[config.mk]
export PLATFORM = sky130hd
export DESIGN_NAME = tag_presence_tracker
export DESIGN_NICKNAME = d
export VERILOG_FILES = /design/src/design/tpt_pkg.sv /design/src/design/tpt_tag_cell.sv /design/src/design/tpt_count_cell.sv /design/src/design/tag_presence_tracker.sv
export SDC_FILE = /design/constraint.sdc
export NUM_CORES = 2
export LEC_CHECK = 0
export BUFFER_PORTS_ARGS = -buffer_cell sky130_fd_sc_hd__buf_2
export CAP_MARGIN = 20
export CORE_MARGIN = 1.5
export CORE_UTILIZATION = 42
export DETAILED_ROUTE_END_ITERATION = 16
export PLACE_DENSITY = 0.63
export SYNTH_ARGS = -nofsm -noshare
export SYNTH_HDL_FRONTEND = slang
export SYNTH_SLANG_ARGS = --single-unit
export TNS_END_PERCENT = 100
[constraint.sdc]
create_clock -name i_clk -period 22.1 [get_ports i_clk]
set_clock_uncertainty 0.15 [all_clocks]
set_input_delay 1.105 -clock i_clk [delete_from_list [all_inputs] [get_ports i_clk]]
set_output_delay 1.105 -clock i_clk [all_outputs]
set_load 0.05 [all_outputs]
[src/design/tpt_pkg.sv]
// ---------------------------------------------------------------------------
// Tag presence tracker package
// Shared constants, words, codes and the structs that pass between the units.
// ---------------------------------------------------------------------------
`default_nettype none

package tpt_pkg;

    localparam int TABLE_ENTRIES = 16;
    localparam int MAX_EXITS     = 8;
    localparam int MAX_ENTERS    = 8;
    localparam int COUNT_TYPES   = 32;

    localparam int IDX_W  = (TABLE_ENTRIES > 1) ? $clog2(TABLE_ENTRIES) : 1;
    localparam int CIDX_W = (COUNT_TYPES > 1) ? $clog2(COUNT_TYPES) : 1;
    localparam int MAX_LIM = (MAX_EXITS > MAX_ENTERS) ? MAX_EXITS : MAX_ENTERS;
    localparam int NUM_W  = $clog2(MAX_LIM + 1);

    localparam logic [31:0] RESET_TIMEOUT = 32'd300000;
    localparam logic [7:0]  RESET_EE_TYPE = 8'd128;
    localparam logic [7:0]  RESET_CSTART  = 8'd1;
    localparam logic [7:0]  COUNT_SAT     = 8'hFF;

    typedef enum logic [1:0] {
        CFG_TIMEOUT = 2'd0,
        CFG_EE_TYPE = 2'd1,
        CFG_CSTART  = 2'd2
    } t_cfg_idx;

    typedef enum logic [1:0] {
        KIND_EXIT    = 2'd0,
        KIND_ENTER   = 2'd1,
        KIND_COUNT   = 2'd2,
        KIND_SUMMARY = 2'd3
    } t_kind;

    typedef enum logic [0:0] {
        OP_OBSERVE = 1'b0,
        OP_REPORT  = 1'b1
    } t_op;

    typedef enum logic [2:0] {
        S_IDLE,
        S_OBS,
        S_EXIT,
        S_ENTER,
        S_COUNT,
        S_SUM
    } t_state;

    typedef struct packed {
        logic        operation;
        logic [15:0] major;
        logic [15:0] minor;
        logic [7:0]  rssi;
        logic [7:0]  extra;
        logic [31:0] now_ms;
    } t_in_word;

    typedef struct packed {
        logic [1:0]  kind;
        logic [7:0]  major_low;
        logic [15:0] tag_minor;
        logic [7:0]  tag_rssi;
        logic [7:0]  tag_extra;
        logic [7:0]  tag_type;
        logic [7:0]  type_count;
        logic        any_data;
        logic        last;
    } t_out_word;

    typedef struct packed {
        logic        obs_en;
        logic [15:0] major;
        logic [15:0] minor;
        logic [7:0]  rssi;
        logic [7:0]  extra;
        logic [31:0] now_ms;
        logic [31:0] timeout;
    } t_tag_cmd;

    typedef struct packed {
        logic        valid;
        logic        pending;
        logic        expired;
        logic        hit;
        logic [15:0] major;
        logic [15:0] minor;
        logic [7:0]  rssi;
        logic [7:0]  extra;
    } t_tag_stat;

endpackage

`default_nettype wire

[src/design/tpt_tag_cell.sv]
// ---------------------------------------------------------------------------
// Tag table cell
// Holds one tracked tag and passes the lowest-free token to its neighbor.
// ---------------------------------------------------------------------------
`default_nettype none

module tpt_tag_cell
    import tpt_pkg::*;
(
    input  wire logic      i_clk,
    input  wire logic      i_rst_n,
    input  wire t_tag_cmd  i_cmd,
    input  wire logic      i_any_hit,
    input  wire logic      i_free_before,
    output logic           o_free_before,
    input  wire logic      i_kill,
    input  wire logic      i_clr_pending,
    output t_tag_stat      o_stat
);

    logic        r_valid;
    logic        r_pending;
    logic [15:0] r_major;
    logic [15:0] r_minor;
    logic [7:0]  r_rssi;
    logic [7:0]  r_extra;
    logic [31:0] r_seen;
    logic        hit;
    logic        ins;
    logic [31:0] age;

    assign hit = r_valid && (r_major == i_cmd.major) && (r_minor == i_cmd.minor);
    assign ins = i_cmd.obs_en && !i_any_hit && !r_valid && !i_free_before;
    assign o_free_before = i_free_before || !r_valid;
    assign age = i_cmd.now_ms - r_seen;

    always_ff @(posedge i_clk) begin
        if (!i_rst_n) begin
            r_valid   <= 1'b0;
            r_pending <= 1'b0;
        end else if (ins) begin
            r_valid   <= 1'b1;
            r_pending <= 1'b1;
        end else if (i_kill) begin
            r_valid   <= 1'b0;
            r_pending <= 1'b0;
        end else if (i_clr_pending) begin
            r_pending <= 1'b0;
        end
    end

    always_ff @(posedge i_clk) begin
        if (ins || (i_cmd.obs_en && hit)) begin
            r_major <= i_cmd.major;
            r_minor <= i_cmd.minor;
            r_rssi  <= i_cmd.rssi;
            r_extra <= i_cmd.extra;
            r_seen  <= i_cmd.now_ms;
        end
    end

    always_comb begin
        o_stat.valid   = r_valid;
        o_stat.pending = r_pending;
        o_stat.expired = age > i_cmd.timeout;
        o_stat.hit     = hit;
        o_stat.major   = r_major;
        o_stat.minor   = r_minor;
        o_stat.rssi    = r_rssi;
        o_stat.extra   = r_extra;
    end

endmodule

`default_nettype wire

[src/design/tpt_count_cell.sv]
// ---------------------------------------------------------------------------
// Type counter cell
// One saturating sighting counter for one countable tag type.
// ---------------------------------------------------------------------------
`default_nettype none

module tpt_count_cell
    import tpt_pkg::*;
(
    input  wire logic       i_clk,
    input  wire logic       i_rst_n,
    input  wire logic       i_bump,
    input  wire logic       i_clr,
    output logic [7:0]      o_count
);

    logic [7:0] r_count;

    always_ff @(posedge i_clk) begin
        if (!i_rst_n) begin
            r_count <= '0;
        end else if (i_clr) begin
            r_count <= '0;
        end else if (i_bump && (r_count != COUNT_SAT)) begin
            r_count <= r_count + 8'd1;
        end
    end

    assign o_count = r_count;

endmodule

`default_nettype wire

[src/design/tag_presence_tracker.sv]
// ---------------------------------------------------------------------------
// Tag presence tracker
// Tracks enter/exit tags and per-type sighting counts and reports them.
// ---------------------------------------------------------------------------
// An observation is taken into the input register in S_IDLE; in S_OBS every
// table cell compares the tag at once and the lowest free cell claims an
// insert through the free token chain, or a counted type bumps its counter.
// A report walks the table cells one per cycle for exits and again for
// enters, then the counter cells one per cycle, then sends the summary; a
// stalled output holds the walk. One word is processed at a time; a finished
// result waits in the output register.
`default_nettype none

module tag_presence_tracker
    import tpt_pkg::*;
(
    input  wire logic        i_clk,
    input  wire logic        i_rst_n,
    input  wire logic        i_in_valid,
    output logic             o_in_stall,
    input  wire t_in_word    i_in_data,
    output logic             o_out_valid,
    input  wire logic        i_out_stall,
    output t_out_word        o_out_data,
    input  wire logic        i_cfg_we,
    input  wire logic [1:0]  i_cfg_index,
    input  wire logic [31:0] i_cfg_data
);

    t_state              r_state, n_state;
    t_in_word            r_in;
    logic [31:0]         r_timeout;
    logic [7:0]          r_ee_type;
    logic [7:0]          r_cstart;
    logic [IDX_W-1:0]    r_idx, n_idx;
    logic [CIDX_W-1:0]   r_cidx, n_cidx;
    logic [NUM_W-1:0]    r_num, n_num;
    logic                r_any, n_any;
    logic                r_out_valid;
    t_out_word           r_out;

    t_tag_cmd            cmd;
    t_tag_stat           stat [TABLE_ENTRIES];
    logic [TABLE_ENTRIES:0]   free_chain;
    logic [TABLE_ENTRIES-1:0] hit_vec;
    logic [TABLE_ENTRIES-1:0] kill_sel;
    logic [TABLE_ENTRIES-1:0] clr_sel;
    logic [COUNT_TYPES-1:0]   bump_sel;
    logic [COUNT_TYPES-1:0]   cnt_clr;
    logic [7:0]          counts [COUNT_TYPES];
    logic                any_hit;
    logic                can_emit;
    logic                emit;
    t_out_word           emit_word;
    logic [7:0]          obs_type;
    logic [7:0]          type_off;
    t_tag_stat           cur;
    logic [7:0]          cur_count;
    logic                step;

    assign free_chain[0] = 1'b0;

    for (genvar g = 0; g < TABLE_ENTRIES; g++) begin : g_tag
        tpt_tag_cell u_cell (
            .i_clk         (i_clk),
            .i_rst_n       (i_rst_n),
            .i_cmd         (cmd),
            .i_any_hit     (any_hit),
            .i_free_before (free_chain[g]),
            .o_free_before (free_chain[g+1]),
            .i_kill        (kill_sel[g]),
            .i_clr_pending (clr_sel[g]),
            .o_stat        (stat[g])
        );
        assign hit_vec[g] = stat[g].hit;
    end

    for (genvar g = 0; g < COUNT_TYPES; g++) begin : g_cnt
        tpt_count_cell u_cnt (
            .i_clk   (i_clk),
            .i_rst_n (i_rst_n),
            .i_bump  (bump_sel[g]),
            .i_clr   (cnt_clr[g]),
            .o_count (counts[g])
        );
    end

    assign any_hit  = |hit_vec;
    assign obs_type = r_in.major[15:8];
    assign type_off = obs_type - r_cstart;
    assign cur       = stat[r_idx];
    assign cur_count = counts[r_cidx];
    assign can_emit  = !r_out_valid || !i_out_stall;
    assign o_in_stall  = (r_state != S_IDLE);
    assign o_out_valid = r_out_valid;
    assign o_out_data  = r_out;

    always_comb begin
        cmd.obs_en  = (r_state == S_OBS) && (obs_type == r_ee_type);
        cmd.major   = r_in.major;
        cmd.minor   = r_in.minor;
        cmd.rssi    = r_in.rssi;
        cmd.extra   = r_in.extra;
        cmd.now_ms  = r_in.now_ms;
        cmd.timeout = r_timeout;
    end

    always_ff @(posedge i_clk) begin
        if (!i_rst_n) begin
            r_timeout <= RESET_TIMEOUT;
            r_ee_type <= RESET_EE_TYPE;
            r_cstart  <= RESET_CSTART;
        end else if (i_cfg_we) begin
            case (i_cfg_index)
                CFG_TIMEOUT: r_timeout <= i_cfg_data;
                CFG_EE_TYPE: r_ee_type <= i_cfg_data[7:0];
                CFG_CSTART:  r_cstart  <= i_cfg_data[7:0];
                default: ;
            endcase
        end
    end

    always_ff @(posedge i_clk) begin
        if (!i_rst_n) begin
            r_state     <= S_IDLE;
            r_idx       <= '0;
            r_cidx      <= '0;
            r_num       <= '0;
            r_any       <= 1'b0;
            r_out_valid <= 1'b0;
        end else begin
            r_state <= n_state;
            r_idx   <= n_idx;
            r_cidx  <= n_cidx;
            r_num   <= n_num;
            r_any   <= n_any;
            if (emit) begin
                r_out_valid <= 1'b1;
            end else if (!i_out_stall) begin
                r_out_valid <= 1'b0;
            end
        end
    end

    always_ff @(posedge i_clk) begin
        if (r_state == S_IDLE && i_in_valid) begin
            r_in <= i_in_data;
        end
        if (emit) begin
            r_out <= emit_word;
        end
    end

    always_comb begin
        n_state   = r_state;
        n_idx     = r_idx;
        n_cidx    = r_cidx;
        n_num     = r_num;
        n_any     = r_any;
        emit      = 1'b0;
        emit_word = '0;
        kill_sel  = '0;
        clr_sel   = '0;
        bump_sel  = '0;
        cnt_clr   = '0;
        step      = 1'b0;
        case (r_state)
            S_IDLE: begin
                if (i_in_valid) begin
                    n_state = (i_in_data.operation == OP_REPORT) ? S_EXIT : S_OBS;
                    n_idx   = '0;
                    n_cidx  = '0;
                    n_num   = '0;
                    n_any   = 1'b0;
                end
            end
            S_OBS: begin
                if ((obs_type != r_ee_type) && (obs_type >= r_cstart) &&
                    ({1'b0, type_off} < 9'(COUNT_TYPES))) begin
                    bump_sel[CIDX_W'(type_off)] = 1'b1;
                end
                n_state = S_IDLE;
            end
            S_EXIT: begin
                if (cur.valid && cur.expired) begin
                    if (can_emit) begin
                        emit                = 1'b1;
                        emit_word.kind      = KIND_EXIT;
                        emit_word.major_low = cur.major[7:0];
                        emit_word.tag_minor = cur.minor;
                        kill_sel[r_idx]     = 1'b1;
                        n_num               = r_num + 1'b1;
                        n_any               = 1'b1;
                        step                = 1'b1;
                    end
                end else begin
                    step = 1'b1;
                end
                if (step) begin
                    if ((r_idx == IDX_W'(TABLE_ENTRIES - 1)) ||
                        (emit && (n_num == NUM_W'(MAX_EXITS)))) begin
                        n_state = S_ENTER;
                        n_idx   = '0;
                        n_num   = '0;
                    end else begin
                        n_idx = r_idx + 1'b1;
                    end
                end
            end
            S_ENTER: begin
                if (cur.valid && cur.pending) begin
                    if (can_emit) begin
                        emit                = 1'b1;
                        emit_word.kind      = KIND_ENTER;
                        emit_word.major_low = cur.major[7:0];
                        emit_word.tag_minor = cur.minor;
                        emit_word.tag_rssi  = cur.rssi;
                        emit_word.tag_extra = cur.extra;
                        clr_sel[r_idx]      = 1'b1;
                        n_num               = r_num + 1'b1;
                        n_any               = 1'b1;
                        step                = 1'b1;
                    end
                end else begin
                    step = 1'b1;
                end
                if (step) begin
                    if ((r_idx == IDX_W'(TABLE_ENTRIES - 1)) ||
                        (emit && (n_num == NUM_W'(MAX_ENTERS)))) begin
                        n_state = S_COUNT;
                        n_num   = '0;
                    end else begin
                        n_idx = r_idx + 1'b1;
                    end
                end
            end
            S_COUNT: begin
                if (cur_count != 8'd0) begin
                    if (can_emit) begin
                        emit                 = 1'b1;
                        emit_word.kind       = KIND_COUNT;
                        emit_word.tag_type   = r_cstart + 8'(r_cidx);
                        emit_word.type_count = cur_count;
                        cnt_clr[r_cidx]      = 1'b1;
                        n_any                = 1'b1;
                        step                 = 1'b1;
                    end
                end else begin
                    step = 1'b1;
                end
                if (step) begin
                    if (r_cidx == CIDX_W'(COUNT_TYPES - 1)) begin
                        n_state = S_SUM;
                    end else begin
                        n_cidx = r_cidx + 1'b1;
                    end
                end
            end
            S_SUM: begin
                if (can_emit) begin
                    emit               = 1'b1;
                    emit_word.kind     = KIND_SUMMARY;
                    emit_word.any_data = r_any;
                    emit_word.last     = 1'b1;
                    n_state            = S_IDLE;
                end
            end
            default: begin
                n_state = S_IDLE;
            end
        endcase
    end

    // A tag is never held in two cells, so at most one cell matches.
    a_one_hit: assert property (@(posedge i_clk) disable iff (!i_rst_n)
        $countones(hit_vec) <= 1)
        else $error("more than one table cell matches the observed tag");

    a_exit_limit: assert property (@(posedge i_clk) disable iff (!i_rst_n)
        (r_state == S_EXIT) |-> (r_num < NUM_W'(MAX_EXITS)))
        else $error("exit count passed its limit");

    a_obs_short: assert property (@(posedge i_clk) disable iff (!i_rst_n)
        (r_state == S_OBS) |=> (r_state == S_IDLE))
        else $error("observation did not finish in one cycle");

    a_last_sum: assert property (@(posedge i_clk) disable iff (!i_rst_n)
        (emit && emit_word.last) |-> (r_state == S_SUM))
        else $error("final word sent outside the summary step");

endmodule

`default_nettype wire
==> impl_metrics.yaml <==
clock_network:
  cts_tree: "yes"
  clock_path_buffers: 3
  cts-resized-gates: 0
  cts_hold_buf: 0
  clock-sinks: 1774
  clk_latency_ns: 0.91
  cts_buffers: 196
  cts_root_buf: "clkbuf_16"
  path_clk_slew_ns: 0.06
  cts.htree.levels: 4
  cts_setup_buffers: 0
worst_hold_path:
  min-delay-path-class: "input pin to flip-flop"
final_layout:
  drive_gt1_frac: 0.1084
  fin_cells: 13271
  fin_area_um2: 120200
  final_core_util: 0.4727
  synthToLayoutAreaGrowth_pct: 11.71
  nets: 10928
worst_setup_path:
  crit_slowest_cell: "nand4_1"
  slowest_delay_ns: 0.86
  cp_common_cell: "buf_4"
  critPathArrivalTime_ns: 10.67
  crit_type: "flip-flop to flip-flop"
  crit_path_end_kind: "flip-flop"
  cp_max_fo: 32
  cp.required_ns: 22.44
  worstSetupStartpointType: "flip-flop"
grt:
  antenna_found_initial: 12
  grt_overflow: 0
  grt_first_pass_wirelength_um: 484200
  grt_start_max_net_pins: 116
  grt.total_usage: 0.2481
  grt_pass1_vias: 75594
job:
  drv_cap: 0
yosys:
  syn_area_um2: 107600
  synth_flop_cell: "edfxtp_1"
  synth-edff-count: 1420
  synth_area_leaders: "edfxtp_1 (40%), ha_1 (12%), dfxtp_1 (6.6%), xnor2_1 (6.5%), mux4_2 (5.7%)"
  synth_seq_cells: 1774
  synth_fp_nets: 10564
  synth_area_leader_cell: "edfxtp_1"
  yosysWarningCount: 0
  synthArstFlopShare: 0
  synthCells: 9363
  avgSynthCellArea_um2: 11.50
  synthTopCellsByCount: "edfxtp_1 (1420), ha_1 (1063), xnor2_1 (802), nor2_1 (714), inv_1 (702)"
  post-synth-top-count-cell: "edfxtp_1"
  ys_seq_area_frac: 0.4620
  synth_top_area_frac: 0.3961
  yosysUniqueCellTypes: 100
timing:
  worst_slack_ns: 11.77
  timing.fmax_mhz: 96.77
  rsz0062_at_grt: "no"
  slew_headroom: 0.2764
  tightest_slew_ns: 1.076
  fin_crit_sh: 0.4676
  min_period_ns: 10.33
  finalMaxSlewViolations: 0
  setup_tns_ns: 0
  setup_viol: 0
  timing.final.hold_violations: 0
die:
  coreArea_um2: 254400
  start_util: 0.4231
  dieWidth_um: 509.3
  dieArea_um2: 259300
  io_pins: 182
  rows: 185
  die-height_um: 509.3
power_and_ir_drop:
  vdd_drop_max_mv: 0.07782
  p_leak_nw: 45.75
  cellPowerDensity_nw_per_um2: 92.18
placed_design:
  placedCellCount: 12891
  port_buffers: 181
  place.gp.congestion: 0.9217
  dp_slack_ns: 11.91
  place_area_um2: 113400
  dp_hpwl_um: 221300
routing:
  met1_length_um: 141900
  route.met2.wl_um: 146900
  drc: 0
  first_pass_iters: 9
  vias: 77661
  drtIter0Drc: 7049
  top_layer: "met5"
  routed_via_density: 5.852
  antenna_left: 0
  avgRoutedWirePerCell_um: 24.56
  wl_um: 326000
  met3WireLength_um: 23880
outcome:
  status: "complete, no violations"
==> cells by family (layout without fill, tap and decap cells) <==
| group | after synthesis | count (layout) | synth area share |
|---|---|---|---|
| other cells | 0 | 5 | 0 |
| simple gates | 2322 | 2322 | 0.1080 |
| flops | 1774 | 1774 | 0.4620 |
| xor+xnor | 1175 | 1175 | 0.09567 |
| mux | 325 | 325 | 0.06208 |
| buf+inv | 891 | 1428 | 0.03287 |
| compound gates | 1795 | 1795 | 0.1125 |
| fa+ha+maj | 1081 | 1081 | 0.1269 |
==> where the power goes <==
group          internal [mW]  leakage, nW  switching (mW)
Clock                   1.96         3.28            1.46
Sequential              3.79         15.7          0.0572
Combinational           1.54         26.8            2.28
Total                   7.29         45.8            3.80
==> critical path, delay by kind of cell, from the launching register on <==
kind	cells	cell delay, ns
AOI/OAI and AO/OA	12	3.50
and+or+nand+nor	8	3.29
buffers and inverters	6	1.55
adders and majority gates	3	0.89
DFF	1	0.36
xor gates and xnor gates	1	0.10
==> per-stage QoR <==
stage | total power [mW] | hold slack, ns
3_5_place_dp | 7.677 | 0.3004
3_3_place_gp | 7.572 | 0.2948
2_1_floorplan | 6.617 | 0.2817
4_1_cts | 11.12 | 0.1572
5_1_grt | 11.67 | 0.1859
6_report | 11.08 | 0.2202
==> worst paths after layout <==
| check | start | end | slack [ns] | cells past startpoint |
|---|---|---|---|---|
| setup / recovery | cmd[32] | o_out_data[18] | 11.77 | 30 |
| hold / removal | i_in_data[46] | cmd[78] | 0.22 | 1 |
| setup reg to reg | cmd[32] | o_out_data[18] | 11.77 | 30 |
| hold reg to reg | r_timeout[13] | r_timeout[13] | 0.30 | 2 |
==> layout make-up <==
cell class | instances | area (um^2)
fill | 22595 | 134100
multi-input combinational | 6698 | 54650
sequential | 1774 | 49750
clock buffer | 249 | 5294
tap | 3366 | 4212
inverter | 704 | 2648
timing repair buffer | 353 | 2210
clock inverter | 122 | 1474
antenna | 5 | 12.51
==> cells in the final DEF (no fill, tap or decap), drive strengths merged, types with 50 or more instances in the layout <==
cell type / synthesis / layout
o211ai: 60 / 60
clkinv: 1 / 93
clkbuf: 81 / 249
a31oi: 52 / 52
nor4: 64 / 64
nor2: 714 / 714
mux2i: 50 / 50
xnor2: 802 / 802
mux4: 274 / 274
nor2b: 116 / 116
nand4: 352 / 352
ha: 1063 / 1063
inv: 703 / 702
edfxtp: 1420 / 1420
nor3: 147 / 147
o21bai: 63 / 63
a211oi: 64 / 64
o21a: 124 / 124
o21ai: 306 / 306
xor2: 373 / 373
nand2b: 71 / 71
dfxtp: 354 / 354
a21o: 259 / 259
or3: 53 / 53
a21oi: 503 / 503
and3: 148 / 148
nand2: 376 / 376
nand3: 151 / 151
and2: 59 / 59
buf: 106 / 353
==> per-layer routing <==
| metal | vias up | track usage |
|---|---|---|
| met2 | 2856 | 0.3917 |
| li1 | 35680 | - |
| met3 | 585 | 0.03801 |
| met1 | 38530 | 0.3430 |
| met5 | - | 0 |
| met4 | 10 | 0.09454 |
==> sequential cells by signal, indices dropped and copies added, names as in the netlist, 5 cells and up <==
register and count:
r_cidx 5, o_out_data 60, g_tag.u_cell.r_minor 256, g_tag.u_cell.r_major 256, g_tag.u_cell.r_pending 16, cmd 80, g_cnt.u_cnt.o_count 256, r_ee_type 8
r_timeout 32, g_tag.u_cell.r_valid 16, g_tag.u_cell.r_rssi 128, g_tag.u_cell.r_extra 128, g_tag.u_cell.r_seen 512, r_cstart 8
Note: power is estimated with default switching activity, not from simulation.
